**src/hw/rtl/color_class_labeler_defines.svh**
```systemverilog
// Assertion macros shared by the colour class labeller RTL.
// Users need a clk and an active-low arst_n in scope.
`ifndef COLOR_CLASS_LABELER_DEFINES_SVH
`define COLOR_CLASS_LABELER_DEFINES_SVH

// Same-cycle implication, checked outside reset
`define CCL_ASSERT_NOW(label, ante, cons, msg) \
	label: assert property (@(posedge clk) disable iff (!arst_n) (ante) |-> (cons)) \
		else $error(msg);

// Next-cycle implication, checked outside reset
`define CCL_ASSERT_NEXT(label, ante, cons, msg) \
	label: assert property (@(posedge clk) disable iff (!arst_n) (ante) |=> (cons)) \
		else $error(msg);

`endif

```
**src/hw/rtl/cclab_pkg.sv**
```systemverilog
// Package for the colour class labeller: field widths, codes, FSM and control types.
// No dependencies.
`timescale 1ns / 1ps
`default_nettype none

package cclab_pkg;

	localparam int LABEL_W     = 4;
	localparam int HITS_W      = 24;
	localparam int SIZE_W      = 5;
	localparam int STATUS_W    = 2;
	localparam int IN_CHAN_W   = 8;
	localparam int IN_CHANS    = 4;
	localparam int CFG_IDX_W   = 2;
	localparam int CFG_DATA_W  = 3;
	localparam int CHAN_CFG_W  = 3;

	localparam logic [CHAN_CFG_W-1:0] CHAN_COUNT_RESET = 3'd3;

	// Preset table: null, blue and red over the first three channels
	localparam int PRESET_FULL        = 255;
	localparam int PRESET_BLUE_CHAN   = 2;
	localparam int PRESET_RED_CHAN    = 0;
	localparam int PRESET_BASE_SIZE   = 1;
	localparam int PRESET_BINARY_SIZE = 3;
	localparam int PRESET_BLUE_IDX    = 1;
	localparam int PRESET_RED_IDX     = 2;

	typedef enum logic [CFG_IDX_W-1:0] {
		CFG_LEARN    = 2'd0,
		CFG_CHANNELS = 2'd1,
		CFG_PRESET   = 2'd2
	} cfg_reg_t;

	typedef enum logic [STATUS_W-1:0] {
		STAT_MATCH = 2'd0,
		STAT_ADDED = 2'd1,
		STAT_MISS  = 2'd2,
		STAT_FULL  = 2'd3
	} status_t;

	typedef enum logic [1:0] {
		ST_IDLE,
		ST_CMP,
		ST_SEL,
		ST_WB
	} state_t;

	typedef struct packed {
		logic load_preset;
		logic binary;
		logic append;
	} tbl_ctl_t;

endpackage

`default_nettype wire

```
**src/hw/rtl/color_class_labeler.sv**
```systemverilog
// Colour class labeller top level: control FSM, configuration registers, hit count memory.
// Depends on cclab_pkg, cclab_table, cclab_ram and color_class_labeler_defines.svh.
//
//  channel  | handshake             | payload
//  ---------+-----------------------+-----------------------------------------------
//  pixel in | start, busy           | restart, chan_a, chan_b, chan_c, chan_d
//  result   | done (one-cycle mark) | class_label, class_hits, table_size, status
//  config   | cfg_valid, cfg_ready  | cfg_index, cfg_data
//
// An item steps through the compare, select and write-back states; busy is high in each,
// and the result is registered onto the ports as it leaves write-back, when the next item
// may already be accepted. The states hold the registered compare over the colour table,
// the registered read of the hit count memory and its write-back; only one item is in flight.
// Reset leaves the null class only, all counts zero, label mode, three channels.
// The receiver cannot stall: done marks each result for exactly one cycle; the ports hold it until the next one.
`timescale 1ns / 1ps
`default_nettype none

`include "color_class_labeler_defines.svh"

module color_class_labeler import cclab_pkg::*; #(
	parameter int MAX_CLASSES  = 16,
	parameter int MAX_CHANNELS = 4,
	parameter int CHANNEL_BITS = 8
) (
	input  logic                  clk,
	input  logic                  arst_n,
	input  logic                  start,
	output logic                  busy,
	input  logic                  restart,
	input  logic [IN_CHAN_W-1:0]  chan_a,
	input  logic [IN_CHAN_W-1:0]  chan_b,
	input  logic [IN_CHAN_W-1:0]  chan_c,
	input  logic [IN_CHAN_W-1:0]  chan_d,
	output logic                  done,
	output logic [LABEL_W-1:0]    class_label,
	output logic [HITS_W-1:0]     class_hits,
	output logic [SIZE_W-1:0]     table_size,
	output logic [STATUS_W-1:0]   status,
	input  logic                  cfg_valid,
	output logic                  cfg_ready,
	input  logic [CFG_IDX_W-1:0]  cfg_index,
	input  logic [CFG_DATA_W-1:0] cfg_data
);

	localparam int IDX_W = $clog2(MAX_CLASSES);
	localparam int TOT_W = $clog2(MAX_CLASSES + 1);

	state_t state_q, state_d;
	logic   accept;

	logic                  learn_mode_q;
	logic [CHAN_CFG_W-1:0] chan_count_q;
	logic                  binary_preset_q;

	logic [IN_CHANS-1:0][IN_CHAN_W-1:0]       chan_in;
	logic [MAX_CHANNELS-1:0][CHANNEL_BITS-1:0] px_in;
	logic [MAX_CHANNELS-1:0][CHANNEL_BITS-1:0] px_s1;
	logic [MAX_CHANNELS-1:0]                   chan_en;

	logic [TOT_W-1:0]       total_q;
	logic [MAX_CLASSES-1:0] cnt_valid_q;
	logic [MAX_CLASSES-1:0] hit_s2;
	tbl_ctl_t               tbl_ctl;

	logic             sel_found;
	logic [IDX_W-1:0] sel_label;
	logic [IDX_W-1:0] sel_idx;
	status_t          sel_status;
	logic             full;

	logic [IDX_W-1:0] label_s3;
	status_t          status_s3;

	logic [HITS_W-1:0] cnt_rdata;
	logic [HITS_W-1:0] cnt_cur;
	logic [HITS_W-1:0] cnt_new;
	logic              cnt_we;

	logic                done_q;
	logic [LABEL_W-1:0]  class_label_q;
	logic [HITS_W-1:0]   class_hits_q;
	logic [SIZE_W-1:0]   table_size_q;
	status_t             status_q;

	// Configuration port: writes only land while idle
	assign cfg_ready = (state_q == ST_IDLE);

	always_ff @(posedge clk or negedge arst_n) begin
		if (!arst_n) begin
			learn_mode_q    <= 1'b0;
			chan_count_q    <= CHAN_COUNT_RESET;
			binary_preset_q <= 1'b0;
		end else if (cfg_valid && cfg_ready) begin
			unique case (cfg_index)
				CFG_LEARN:    learn_mode_q    <= cfg_data[0];
				CFG_CHANNELS: chan_count_q    <= cfg_data[CHAN_CFG_W-1:0];
				CFG_PRESET:   binary_preset_q <= cfg_data[0];
				default: ;
			endcase
		end
	end

	// Channel 0 is always compared; a count above the limit enables every channel
	always_comb begin
		for (int b = 0; b < MAX_CHANNELS; b++) begin
			chan_en[b] = (b == 0) || ((CHAN_CFG_W + 1)'(b) < {1'b0, chan_count_q});
		end
	end

	assign chan_in = {chan_d, chan_c, chan_b, chan_a};

	for (genvar gb = 0; gb < MAX_CHANNELS; gb++) begin : g_px
		if (gb < IN_CHANS) begin : g_wired
			assign px_in[gb] = CHANNEL_BITS'(chan_in[gb]);
		end else begin : g_absent
			assign px_in[gb] = '0;
		end
	end

	assign accept = start && (state_q == ST_IDLE);
	assign busy   = (state_q != ST_IDLE);
	assign full   = (total_q >= TOT_W'(MAX_CLASSES));

	// Lowest matching row wins
	always_comb begin
		sel_found = |hit_s2;
		sel_label = '0;
		for (int i = MAX_CLASSES - 1; i >= 0; i--) begin
			if (hit_s2[i]) begin
				sel_label = IDX_W'(i);
			end
		end
	end

	always_comb begin
		state_d             = state_q;
		tbl_ctl.load_preset = accept && restart && learn_mode_q;
		tbl_ctl.binary      = binary_preset_q;
		tbl_ctl.append      = 1'b0;
		sel_idx             = '0;
		sel_status          = STAT_MISS;

		priority if (sel_found) begin
			sel_idx    = sel_label;
			sel_status = STAT_MATCH;
		end else if (!learn_mode_q) begin
			sel_status = STAT_MISS;
		end else if (full) begin
			sel_status = STAT_FULL;
		end else begin
			sel_idx    = total_q[IDX_W-1:0];
			sel_status = STAT_ADDED;
		end

		unique case (state_q)
			ST_IDLE: begin
				if (start) begin
					state_d = ST_CMP;
				end
			end
			ST_CMP: state_d = ST_SEL;
			ST_SEL: begin
				tbl_ctl.append = (sel_status == STAT_ADDED);
				state_d        = ST_WB;
			end
			ST_WB: state_d = ST_IDLE;
		endcase
	end

	always_ff @(posedge clk or negedge arst_n) begin
		if (!arst_n) begin
			state_q <= ST_IDLE;
		end else begin
			state_q <= state_d;
		end
	end

	always_ff @(posedge clk) begin
		if (accept) begin
			px_s1 <= px_in;
		end
		if (state_q == ST_SEL) begin
			label_s3  <= sel_idx;
			status_s3 <= sel_status;
		end
	end

	// Table size and count-valid bits; an invalid count reads as zero
	always_ff @(posedge clk or negedge arst_n) begin
		if (!arst_n) begin
			total_q     <= TOT_W'(PRESET_BASE_SIZE);
			cnt_valid_q <= '0;
		end else begin
			if (tbl_ctl.load_preset) begin
				total_q <= binary_preset_q ? TOT_W'(PRESET_BINARY_SIZE)
				                           : TOT_W'(PRESET_BASE_SIZE);
			end else if (tbl_ctl.append) begin
				total_q <= total_q + TOT_W'(1);
			end

			if (accept && restart) begin
				cnt_valid_q <= '0;
			end else if (tbl_ctl.append) begin
				cnt_valid_q[sel_idx] <= 1'b0;
			end else if (cnt_we) begin
				cnt_valid_q[label_s3] <= 1'b1;
			end
		end
	end

	cclab_table #(
		.MAX_CLASSES  (MAX_CLASSES),
		.MAX_CHANNELS (MAX_CHANNELS),
		.CHANNEL_BITS (CHANNEL_BITS)
	) u_table (
		.clk     (clk),
		.arst_n  (arst_n),
		.ctl     (tbl_ctl),
		.new_idx (sel_idx),
		.px      (px_s1),
		.chan_en (chan_en),
		.total   (total_q),
		.hit_s2  (hit_s2)
	);

	// Read the count in the select cycle, saturate and write it back in the write-back state
	assign cnt_cur = cnt_valid_q[label_s3] ? cnt_rdata : '0;
	assign cnt_new = (cnt_cur == '1) ? cnt_cur : cnt_cur + HITS_W'(1);
	assign cnt_we  = (state_q == ST_WB) && !learn_mode_q && (status_s3 == STAT_MATCH);

	cclab_ram #(
		.WIDTH (HITS_W),
		.DEPTH (MAX_CLASSES)
	) u_hit_ram (
		.clk   (clk),
		.we    (cnt_we),
		.waddr (label_s3),
		.wdata (cnt_new),
		.re    ((state_q == ST_SEL) && sel_found && !learn_mode_q),
		.raddr (sel_label),
		.rdata (cnt_rdata)
	);

	always_ff @(posedge clk or negedge arst_n) begin
		if (!arst_n) begin
			done_q <= 1'b0;
		end else begin
			done_q <= (state_q == ST_WB);
		end
	end

	always_ff @(posedge clk) begin
		if (state_q == ST_WB) begin
			class_label_q <= LABEL_W'(label_s3);
			class_hits_q  <= cnt_we ? cnt_new : '0;
			table_size_q  <= SIZE_W'(total_q);
			status_q      <= status_s3;
		end
	end

	assign done        = done_q;
	assign class_label = class_label_q;
	assign class_hits  = class_hits_q;
	assign table_size  = table_size_q;
	assign status      = status_q;

	`CCL_ASSERT_NEXT(a_accept_to_cmp, accept, state_q == ST_CMP, "accepted item did not enter compare")
	`CCL_ASSERT_NOW(a_done_after_wb, done_q, $past(state_q == ST_WB), "result strobe without write-back")
	`CCL_ASSERT_NOW(a_append_room, tbl_ctl.append, total_q < TOT_W'(MAX_CLASSES), "append into full table")
	`CCL_ASSERT_NOW(a_hits_on_match, done_q && (class_hits_q != '0), status_q == STAT_MATCH, "hit count on non-match")

endmodule

`default_nettype wire

```
**src/hw/rtl/cclab_ram.sv**
```systemverilog
// Generic single-port-write, single-port-read RAM with registered read data.
// No dependencies.
`timescale 1ns / 1ps
`default_nettype none

module cclab_ram #(
	parameter int WIDTH = 24,
	parameter int DEPTH = 16,
	localparam int ADDR_W = (DEPTH > 1) ? $clog2(DEPTH) : 1
) (
	input  logic              clk,
	input  logic              we,
	input  logic [ADDR_W-1:0] waddr,
	input  logic [WIDTH-1:0]  wdata,
	input  logic              re,
	input  logic [ADDR_W-1:0] raddr,
	output logic [WIDTH-1:0]  rdata
);

	logic [WIDTH-1:0] mem_q [DEPTH];
	logic [WIDTH-1:0] rdata_q;

	always_ff @(posedge clk) begin
		if (we) begin
			mem_q[waddr] <= wdata;
		end
		if (re) begin
			rdata_q <= mem_q[raddr];
		end
	end

	assign rdata = rdata_q;

endmodule

`default_nettype wire

```
**src/hw/rtl/cclab_table.sv**
```systemverilog
// Class colour table held in flops, with a parallel compare against every row.
// Depends on cclab_pkg.
`timescale 1ns / 1ps
`default_nettype none

module cclab_table import cclab_pkg::*; #(
	parameter int MAX_CLASSES  = 16,
	parameter int MAX_CHANNELS = 4,
	parameter int CHANNEL_BITS = 8,
	localparam int IDX_W = $clog2(MAX_CLASSES),
	localparam int TOT_W = $clog2(MAX_CLASSES + 1)
) (
	input  logic                                      clk,
	input  logic                                      arst_n,
	input  tbl_ctl_t                                  ctl,
	input  logic [IDX_W-1:0]                          new_idx,
	input  logic [MAX_CHANNELS-1:0][CHANNEL_BITS-1:0] px,
	input  logic [MAX_CHANNELS-1:0]                   chan_en,
	input  logic [TOT_W-1:0]                          total,
	output logic [MAX_CLASSES-1:0]                    hit_s2
);

	localparam logic [CHANNEL_BITS-1:0] FULL_VAL = CHANNEL_BITS'(PRESET_FULL);

	// Row 0 is the null class and stays zero, so it needs no storage
	logic [CHANNEL_BITS-1:0] colors_q [1:MAX_CLASSES-1][MAX_CHANNELS];
	logic [MAX_CLASSES-1:0]  hit_c;

	always_ff @(posedge clk) begin
		if (ctl.load_preset && ctl.binary) begin
			for (int b = 0; b < MAX_CHANNELS; b++) begin
				colors_q[PRESET_BLUE_IDX][b] <= (b == PRESET_BLUE_CHAN) ? FULL_VAL : '0;
				colors_q[PRESET_RED_IDX][b]  <= (b == PRESET_RED_CHAN) ? FULL_VAL : '0;
			end
		end
		if (ctl.append) begin
			// channels beyond the count in force are stored as zero
			for (int b = 0; b < MAX_CHANNELS; b++) begin
				colors_q[new_idx][b] <= chan_en[b] ? px[b] : '0;
			end
		end
	end

	for (genvar gi = 0; gi < MAX_CLASSES; gi++) begin : g_row
		logic [MAX_CHANNELS-1:0] ch_eq;
		for (genvar gb = 0; gb < MAX_CHANNELS; gb++) begin : g_ch
			if (gi == 0) begin : g_null
				assign ch_eq[gb] = !chan_en[gb] || (px[gb] == '0);
			end else begin : g_stored
				assign ch_eq[gb] = !chan_en[gb] || (px[gb] == colors_q[gi][gb]);
			end
		end
		assign hit_c[gi] = (TOT_W'(gi) < total) && (&ch_eq);
	end

	always_ff @(posedge clk or negedge arst_n) begin
		if (!arst_n) begin
			hit_s2 <= '0;
		end else begin
			hit_s2 <= hit_c;
		end
	end

endmodule

`default_nettype wire
```
**config.mk**
```make
export PLATFORM = sky130hd
export DESIGN_NAME = color_class_labeler
export DESIGN_NICKNAME = d
export VERILOG_FILES = /design/src/hw/rtl/cclab_pkg.sv /design/src/hw/rtl/color_class_labeler.sv /design/src/hw/rtl/cclab_ram.sv /design/src/hw/rtl/cclab_table.sv
export VERILOG_INCLUDE_DIRS = /design/src /design/src/hw/rtl
export SDC_FILE = /design/constraint.sdc
export NUM_CORES = 1
export LEC_CHECK = 0
export ABC_AREA = 1
export ABC_CLOCK_PERIOD_IN_PS = 5800
export BUFFER_PORTS_ARGS = -buffer_cell sky130_fd_sc_hd__buf_4
export CORE_MARGIN = 2
export CORE_UTILIZATION = 40
export DETAILED_ROUTE_END_ITERATION = 7
export PLACE_DENSITY = 0.61
export SLEW_MARGIN = 20
export SYNTH_ARGS = -nofsm -noshare
export SYNTH_HDL_FRONTEND = slang
export SYNTH_SLANG_ARGS = --single-unit
```
**constraint.sdc**
```tcl
create_clock -name clk -period 5.8 [get_ports clk]
set_clock_uncertainty 0.2 [all_clocks]
set_input_delay 0.87 -clock clk [delete_from_list [all_inputs] [get_ports clk]]
set_output_delay 0.87 -clock clk [all_outputs]
set_load 0.01 [all_outputs]
```
==> results of run 1 <==
## critical path: stages, from the launching register on
cell and delay (ps):
edfxtp_1 460, nand2_1 100, inv_1 120, a22oi_1 200, nand2_1 70, nand2_1 70, nand2_2 80, nor2_2 590
nor2_1 170, ha_1 280, nand4_1 220, inv_2 70, nand4_1 110, nor2_2 70, inv_2 580, nand3_1 560
nand2_1 180, inv_1 50
## flip-flops by register name (all words and copies together), names as in the netlist, 2 cells and up
signal and flops:
u_hit_ram.mem_q 384, class_label 4, table_size 5, u_hit_ram.rdata 24, chan_count_q 3, px_s1 32, status 2, class_hits 24
total_q 5, u_table.hit_s2 16, cnt_valid_q 16, label_s3 4, state_q 2, u_table.colors_q 480, status_s3 2
## cell usage after synthesis (3+ instances only)
master / number
dfrtp_1: 42
nor2_4: 5
a21oi_1: 35
a211oi_1: 3
xnor2_1: 248
or3_1: 3
ha_1: 6
nor3_2: 4
buf_6: 4
a31oi_1: 10
inv_2: 6
nor2_2: 16
inv_1: 393
nand2_2: 8
nand3b_1: 24
xor2_1: 76
or2_2: 120
buf_1: 26
nand4_1: 66
dfxtp_1: 32
nand3_1: 543
nor4_1: 38
clkinv_1: 6
dfstp_2: 3
nand2_1: 683
clkbuf_1: 153
nor3_1: 36
nand3_2: 5
a2111oi_0: 9
edfxtp_1: 929
o2111ai_1: 9
o41ai_1: 8
o21ai_0: 79
buf_2: 10
a221oi_1: 12
o31ai_1: 4
nor2_1: 153
a22oi_1: 9
o22ai_1: 20
o221ai_1: 3
o211ai_1: 6
## power breakdown
group          switching, W  total, W  internal, W  leakage (nW)
clock network       0.00278   0.00636      0.00358          1.57
logic               0.00184   0.00261     0.000770          7.82
registers          0.000324   0.00884      0.00852          9.00
## placed cells by master (no fill, tap or decap), types with 5 or more instances in the layout
master / Yosys / layout
a2111oi_0: 9 / 9
a21oi_1: 35 / 35
a221oi_1: 12 / 12
a22oi_1: 9 / 9
a31oi_1: 10 / 10
buf_4: 0 / 165
bufinv_16: 0 / 6
clkbuf_1: 153 / 24
clkbuf_16: 0 / 102
clkbuf_8: 0 / 6
clkinv_1: 6 / 17
clkinv_2: 0 / 27
dfrtp_1: 42 / 42
dfxtp_1: 32 / 32
edfxtp_1: 929 / 929
ha_1: 6 / 5
inv_1: 393 / 389
inv_2: 6 / 10
nand2_1: 683 / 680
nand2_2: 8 / 9
nand3_1: 543 / 542
nand3_2: 5 / 5
nand3b_1: 24 / 24
nand4_1: 66 / 66
nor2_1: 153 / 129
nor2_2: 16 / 24
nor2_4: 5 / 21
nor3_1: 36 / 27
nor3_2: 4 / 13
nor4_1: 38 / 38
o2111ai_1: 9 / 9
o211ai_1: 6 / 6
o21ai_0: 79 / 78
o22ai_1: 20 / 20
o41ai_1: 8 / 8
or2_2: 120 / 120
xnor2_1: 248 / 248
xor2_1: 76 / 75
## layout make-up
| type | instances | area [sq um] | share of cell area [%] |
|---|---|---|---|
| clock buffers | 132 | 2730 | 5.44 |
| flip-flops and latches | 1006 | 29700 | 59.2 |
| inverters | 405 | 1530 | 3.05 |
| clock inverters | 55 | 460 | 0.919 |
| multi-input cells | 2262 | 12600 | 25.1 |
| well taps | 1488 | 1860 | 3.72 |
| repair buffers | 167 | 1290 | 2.57 |
## cells by family (layout without fill, tap and decap cells)
kind of cell / count (synthesis) / count (layout)
xor+xnor: 324 / 324
mux: 1 / 1
flops: 1006 / 1006
fa+ha+maj: 6 / 6
compound gates: 218 / 218
simple gates: 1713 / 1713
buf+inv: 598 / 759
## stage by stage
stage,instances,utilization [%]
2_1_floorplan,3866,-
3_3_place_gp,5327,42.5
3_5_place_dp,5327,42.5
4_1_cts,5514,45.4
5_1_grt,5515,45.4
6_report,5515,45.4
## worst paths after layout
| check | end | cells past startpoint | start | slack [ps] |
|---|---|---|---|---|
| max reg2reg | class_hits[23] | 17 | label_s3[0] | 1360 |
| min reg2reg | status[0] | 0 | status_s3[0] | 260 |
| max | class_hits[23] | 17 | label_s3[0] | 1360 |
| min | chan_count_q[2] | 1 | arst_n | 30 |
| min in group clk | px_s1[22] | 1 | chan_c[6] | 160 |
| max in group asynchronous | cnt_valid_q[2] | 1 | arst_n | 4850 |
## routing by layer
metal	GRT usage, %	vias up	routed length (um)
li1	-	13500	-
met1	27.4	14200	49900
met2	35.6	934	58300
met3	2.43	228	6200
met4	7.26	0	4090
met5	0	-	0
==> flow_summary.json, run 1 <==
{
  "outcome": "finished clean",
  "number_of_nets_in_the_layout": 3991,
  "post_cts_resize_count": 0,
  "postRouteWirelength_um": 118000,
  "first_pass_grt_wire_length_um": 176000,
  "cts_root_buf": "clkbuf_16",
  "route.detailed.vias_per_inst": 5.22,
  "finalSetupViolations": 0,
  "postCtsSetupBuffers": 0,
  "cts-hold-fix-buffers": 0,
  "grt_max_degree": 193,
  "ys_types": 59,
  "global_route.overflow_total": 0,
  "io_pins": 80,
  "synth_async_sr_flop_share_pct": 4.47,
  "static-leakage-power_nw": 18.4,
  "placed_cell_area_sq_um": 46900,
  "clk_pin_slew_worst_paths_ps": 60,
  "yosys_warnings": 0,
  "synth.net_count": 3914,
  "timing_max_transition_violations_final": 0,
  "power_density_over_cell_area_nw_per_um2": 356,
  "number_of_global_route_vias_before_repair": 27600,
  "post-route-worst-setup-slack_ps": 1360,
  "slew_headroom_pct": 22.9,
  "antennaDiodeCount": 0,
  "final_design_area_no_fill_sq_um": 50100,
  "timing_limited_maximum_frequency_mhz": 225,
  "final_min_period_over_clock_period_pct": 76.5,
  "worst-endpoint-required_ps": 6010,
  "min-delay-path-class": "input pin to asynchronous set/reset pin",
  "die_w_um": 337,
  "die_h_um": 337,
  "number_of_enable_type_register_cells_in_the_synthesized_netlist": 929,
  "cts_made_buffers": 101,
  "setup_total_negative_slack_ps": 0,
  "synth_compound_area_share_pct": 3.11,
  "clock-sinks": 1006,
  "cts_max_level": 3,
  "synth_flop_cell": "edfxtp_1",
  "core-area_sq_um": 110000,
  "synth-seq-cells": 1006,
  "worstSetupEndpointType": "flop",
  "area_delta_synth_final_pct": 13.1,
  "yosysSeqAreaShare_pct": 67.0,
  "avgSynthCellArea_sq_um": 11.5,
  "tightest_pin_transition_ps": 1130,
  "grt_setup_unrepaired": "no",
  "max_cap_viol": 0,
  "remaining_drc_errors": 0,
  "antenna_violations_before_repair": 0,
  "antenna_violating_nets_post_route": 0,
  "synth_adder_area_share_pct": 0.170,
  "share_of_post_route_cells_with_drive_strength_above_1_pct": 13.3,
  "holdWs_ps": 27.6,
  "drtPass1Iterations": 6,
  "synth_area_sq_um": 44300,
  "clock_tree.buffer_depth": 3,
  "synth_xor_area_share_pct": 6.41,
  "numPortBuffers": 79,
  "pwr_total_w": 0.0178,
  "routabilityCongestion": 0.885,
  "final_hold_violations": 0,
  "dpl.hpwl_um": 70800,
  "num_vias": 28800,
  "worst_ep_arrival_time_ps": 4650,
  "preCtsSetupSlack_ps": 1420,
  "ir_drop_mv": 0.337,
  "fill_cell_count": 9994,
  "post-route-min-period_ps": 4440,
  "synth_top_area_share_pct": 63.0,
  "fraction_of_the_mapped_netlist_area_in_simple_logic_gates_pct": 18.1,
  "synth_area_leader_cell": "edfxtp_1",
  "cts_tree": "yes",
  "timing.setup.critical_path_class": "flop to flop",
  "drt_iter0_drc": 2714,
  "avgRoutedWirePerCell_um": 21.5,
  "synthCells": 3866,
  "grt_util_all_layers_pct": 20.8,
  "clock_latency_ps": 680,
  "placement_rows": 122,
  "timing.critical_path.fanout_max": 32,
  "floorplan.die_area_sq_um": 113000,
  "yosys-top-cells-area": "edfxtp_1 (63%), nand3_1 (6.1%), nand2_1 (5.8%), xnor2_1 (4.9%), inv_1 (3.3%)",
  "synth_top_family_by_area": "simple AND/OR/NAND/NOR gates",
  "crit_path_start_kind": "flop",
  "synthMuxAreaShare_pct": 0.0254,
  "floorplan.initialDensity_pct": 40.2
}
Power figures use the tool's default switching activity.
==> inputs of run 2 (changes only) <==
--- a/config.mk
+++ b/config.mk
@@ -7,12 +7,12 @@
 export NUM_CORES = 1
 export LEC_CHECK = 0
 export ABC_AREA = 1
-export ABC_CLOCK_PERIOD_IN_PS = 5800
+export ABC_CLOCK_PERIOD_IN_PS = 3650
 export BUFFER_PORTS_ARGS = -buffer_cell sky130_fd_sc_hd__buf_4
 export CORE_MARGIN = 2
 export CORE_UTILIZATION = 40
 export DETAILED_ROUTE_END_ITERATION = 7
-export PLACE_DENSITY = 0.61
+export PLACE_DENSITY = 0.63
 export SLEW_MARGIN = 20
 export SYNTH_ARGS = -nofsm -noshare
 export SYNTH_HDL_FRONTEND = slang
==> constraint.sdc (replaced) <==
create_clock -name clk -period 3.65 [get_ports clk]
set_clock_uncertainty 0.2 [all_clocks]
set_input_delay 0.5475 -clock clk [delete_from_list [all_inputs] [get_ports clk]]
set_output_delay 0.5475 -clock clk [all_outputs]
set_load 0.01 [all_outputs]
==> run 2 against run 1 <==
Sequential share of layout area is 2.0 points lower. Cell count is 2.7% higher. Largest cell class unchanged. Count of clock-buffer cells in the layout is 3 higher. Routed wire length is 1.9% higher.
==> flow_summary.json, run 2 (synthesis gave the netlist of run 1 again) <==
{
  "layout_common_cells": "edfxtp_1 (929), nand2_1 (671), nand3_1 (542), inv_1 (390), buf_4 (253)",
  "cp_slowest_cell": "edfxtp_1",
  "rr_startpoint": "label_s3[0]",
  "floorplan.die_area_sq_um": 113000,
  "min-delay-path-class": "input pin to flop",
  "ir_drop_mv": 0.423,
  "drt_iter0_drc": 2993,
  "tightest_pin_transition_ps": 1090,
  "preCtsSetupSlack_ps": 93.0,
  "layout.cells.most_common": "edfxtp_1",
  "post-route-worst-setup-slack_ps": 312,
  "drtPass1Iterations": 8,
  "post-route-min-period_ps": 3340,
  "worst_ep_arrival_time_ps": 3420,
  "numPortBuffers": 79,
  "critical_path.max_stage_delay_ps": 470,
  "postRouteWirelength_um": 121000,
  "route.detailed.vias_per_inst": 5.21,
  "clock-sinks": 1006,
  "layout_top_registers": "u_table.colors_q: 480 flops, u_hit_ram.mem_q: 384 flops, px_s1: 32 flops",
  "timing_max_transition_violations_final": 0,
  "worstSetupEndpointType": "flop",
  "placement_rows": 122,
  "worst-endpoint-required_ps": 3730,
  "routabilityCongestion": 0.888,
  "crit_path_frequent_cell": "nand2_1",
  "clock_latency_ps": 680,
  "first_pass_grt_wire_length_um": 179000,
  "timing.critical_path.fanout_max": 16,
  "worstPathCellList": "inv_1, nor2_4, a22oi_1, nand2_1, nand2_1, nand2_2, inv_2, nand2_4, nand2_2, inv_1, ha_2, nand4_1, nor2_2, buf_4, xor2_1, nand2_1",
  "io_pins": 80,
  "dpl.hpwl_um": 73100,
  "grt_max_degree": 193,
  "antennaDiodeCount": 0,
  "worst_setup_path_startpoint": "label_s3[0]",
  "timing.setup.critical_path_class": "flop to flop",
  "cts_max_level": 3,
  "cts_tree": "yes",
  "final_min_period_over_clock_period_pct": 91.4,
  "die_h_um": 337,
  "fin_util_pct": 47.0,
  "placed_cell_area_sq_um": 47800,
  "share_of_post_route_cells_with_drive_strength_above_1_pct": 15.5,
  "area_delta_synth_final_pct": 17.0,
  "finalSetupViolations": 0,
  "final_design_area_no_fill_sq_um": 51800,
  "num_vias": 29500,
  "die_w_um": 337,
  "remaining_drc_errors": 0,
  "avgRoutedWirePerCell_um": 21.3,
  "core-area_sq_um": 110000,
  "number_of_global_route_vias_before_repair": 28200,
  "grt_util_all_layers_pct": 21.1,
  "clock_tree.buffer_depth": 3,
  "cts_root_buf": "clkbuf_16",
  "number_of_nets_in_the_layout": 4136,
  "cts_made_buffers": 102,
  "min_from": "cfg_data[0]",
  "floorplan.initialDensity_pct": 40.2,
  "power_density_over_cell_area_nw_per_um2": 568,
  "max_cap_viol": 0,
  "largest_register": "u_table.colors_q",
  "outcome": "finished clean",
  "clk_pin_slew_worst_paths_ps": 60,
  "global_route.overflow_total": 0,
  "number_of_flip_flops_in_the_largest_register": 480,
  "final_hold_violations": 0,
  "timing_limited_maximum_frequency_mhz": 300,
  "crit_path_start_kind": "flop",
  "static-leakage-power_nw": 19.3,
  "slew_headroom_pct": 27.5,
  "antenna_violations_before_repair": 1,
  "antenna_violating_nets_post_route": 0
}
## run 2: changes by cell type in the layout (fill, tap and decap cells not counted), moves of 3 or more
cell and delta:
clkbuf_8 +3, nand2_1 -9, nor2_1 +6, nand3_4 +4, clkinv_2 -12, buf_12 +17, nand2_2 +9, nand3_2 -4
dlygate4sd3_1 +39, buf_4 +88, bufinv_16 +8, nor2_2 -8
## run 2: path summary, 6_finish.rpt
path	to	slack [ps]	depth (start not counted)
setup reg to reg	u_hit_ram.mem_q[2][6]	310	16
hold reg to reg	u_table.colors_q[2][4]	270	2
hold / removal	learn_mode_q	40	3
max in group asynchronous	done	2540	2
setup / recovery	u_hit_ram.mem_q[2][6]	310	16
min in group asynchronous	chan_count_q[2]	220	2
## run 2: where the power goes
group	internal, W	switching [W]	total (W)
registers	0.0135	0.000507	0.0140
clock network	0.00634	0.00450	0.0108
logic	0.00150	0.00306	0.00456
## run 2: metrics by stage
stage | hold slack [ps] | instances | TNS (ps) | total power [W]
after floorplan | 51.9 | 3866 | -80700 | 0.0166
after global placement | 256 | 5432 | 0 | 0.0187
after detailed placement | 263 | 5432 | 0 | 0.0188
after CTS | 2.93 | 5662 | 0 | 0.0295
after global routing | 56.1 | 5663 | -4.31 | 0.0304
final | 38.3 | 5663 | 0 | 0.0294
## run 2: what timing repair did
| action | CTS | global route |
|---|---|---|
| resized for setup | 0 | 21 |
| endpoints found under the hold margin | 80 | 0 |
| hold buffers | 39 | 0 |
| setup endpoints to repair | 0 | 379 |
| buffers inserted | 0 | 1 |
## run 2: cell type report
cell class                 count  area (sq um)
clock inverter                56           693
multi-input combinational   2262         12600
sequential                  1006         29700
fill                        9915         58400
inverter                     405          1530
tap                         1488          1860
clock buffer                 135          2770
timing repair buffer         311          2670
## run 2: critical path: cells and delay by family (launching register included)
kind	cells	cell delay (ps)
xor gates and xnor gates	1	190
adders and majority gates	1	200
buffers and inverters	4	440
and+or+nand+nor	9	1340
AOI/OAI and AO/OA	1	100
DFF	1	470
## run 2: routing by layer
metal | part of all wire, % | track usage, %
met4 | 3.7 | 8.00
met1 | 42 | 28.3
met3 | 6.3 | 2.85
met5 | 0 | 0
met2 | 48 | 34.9
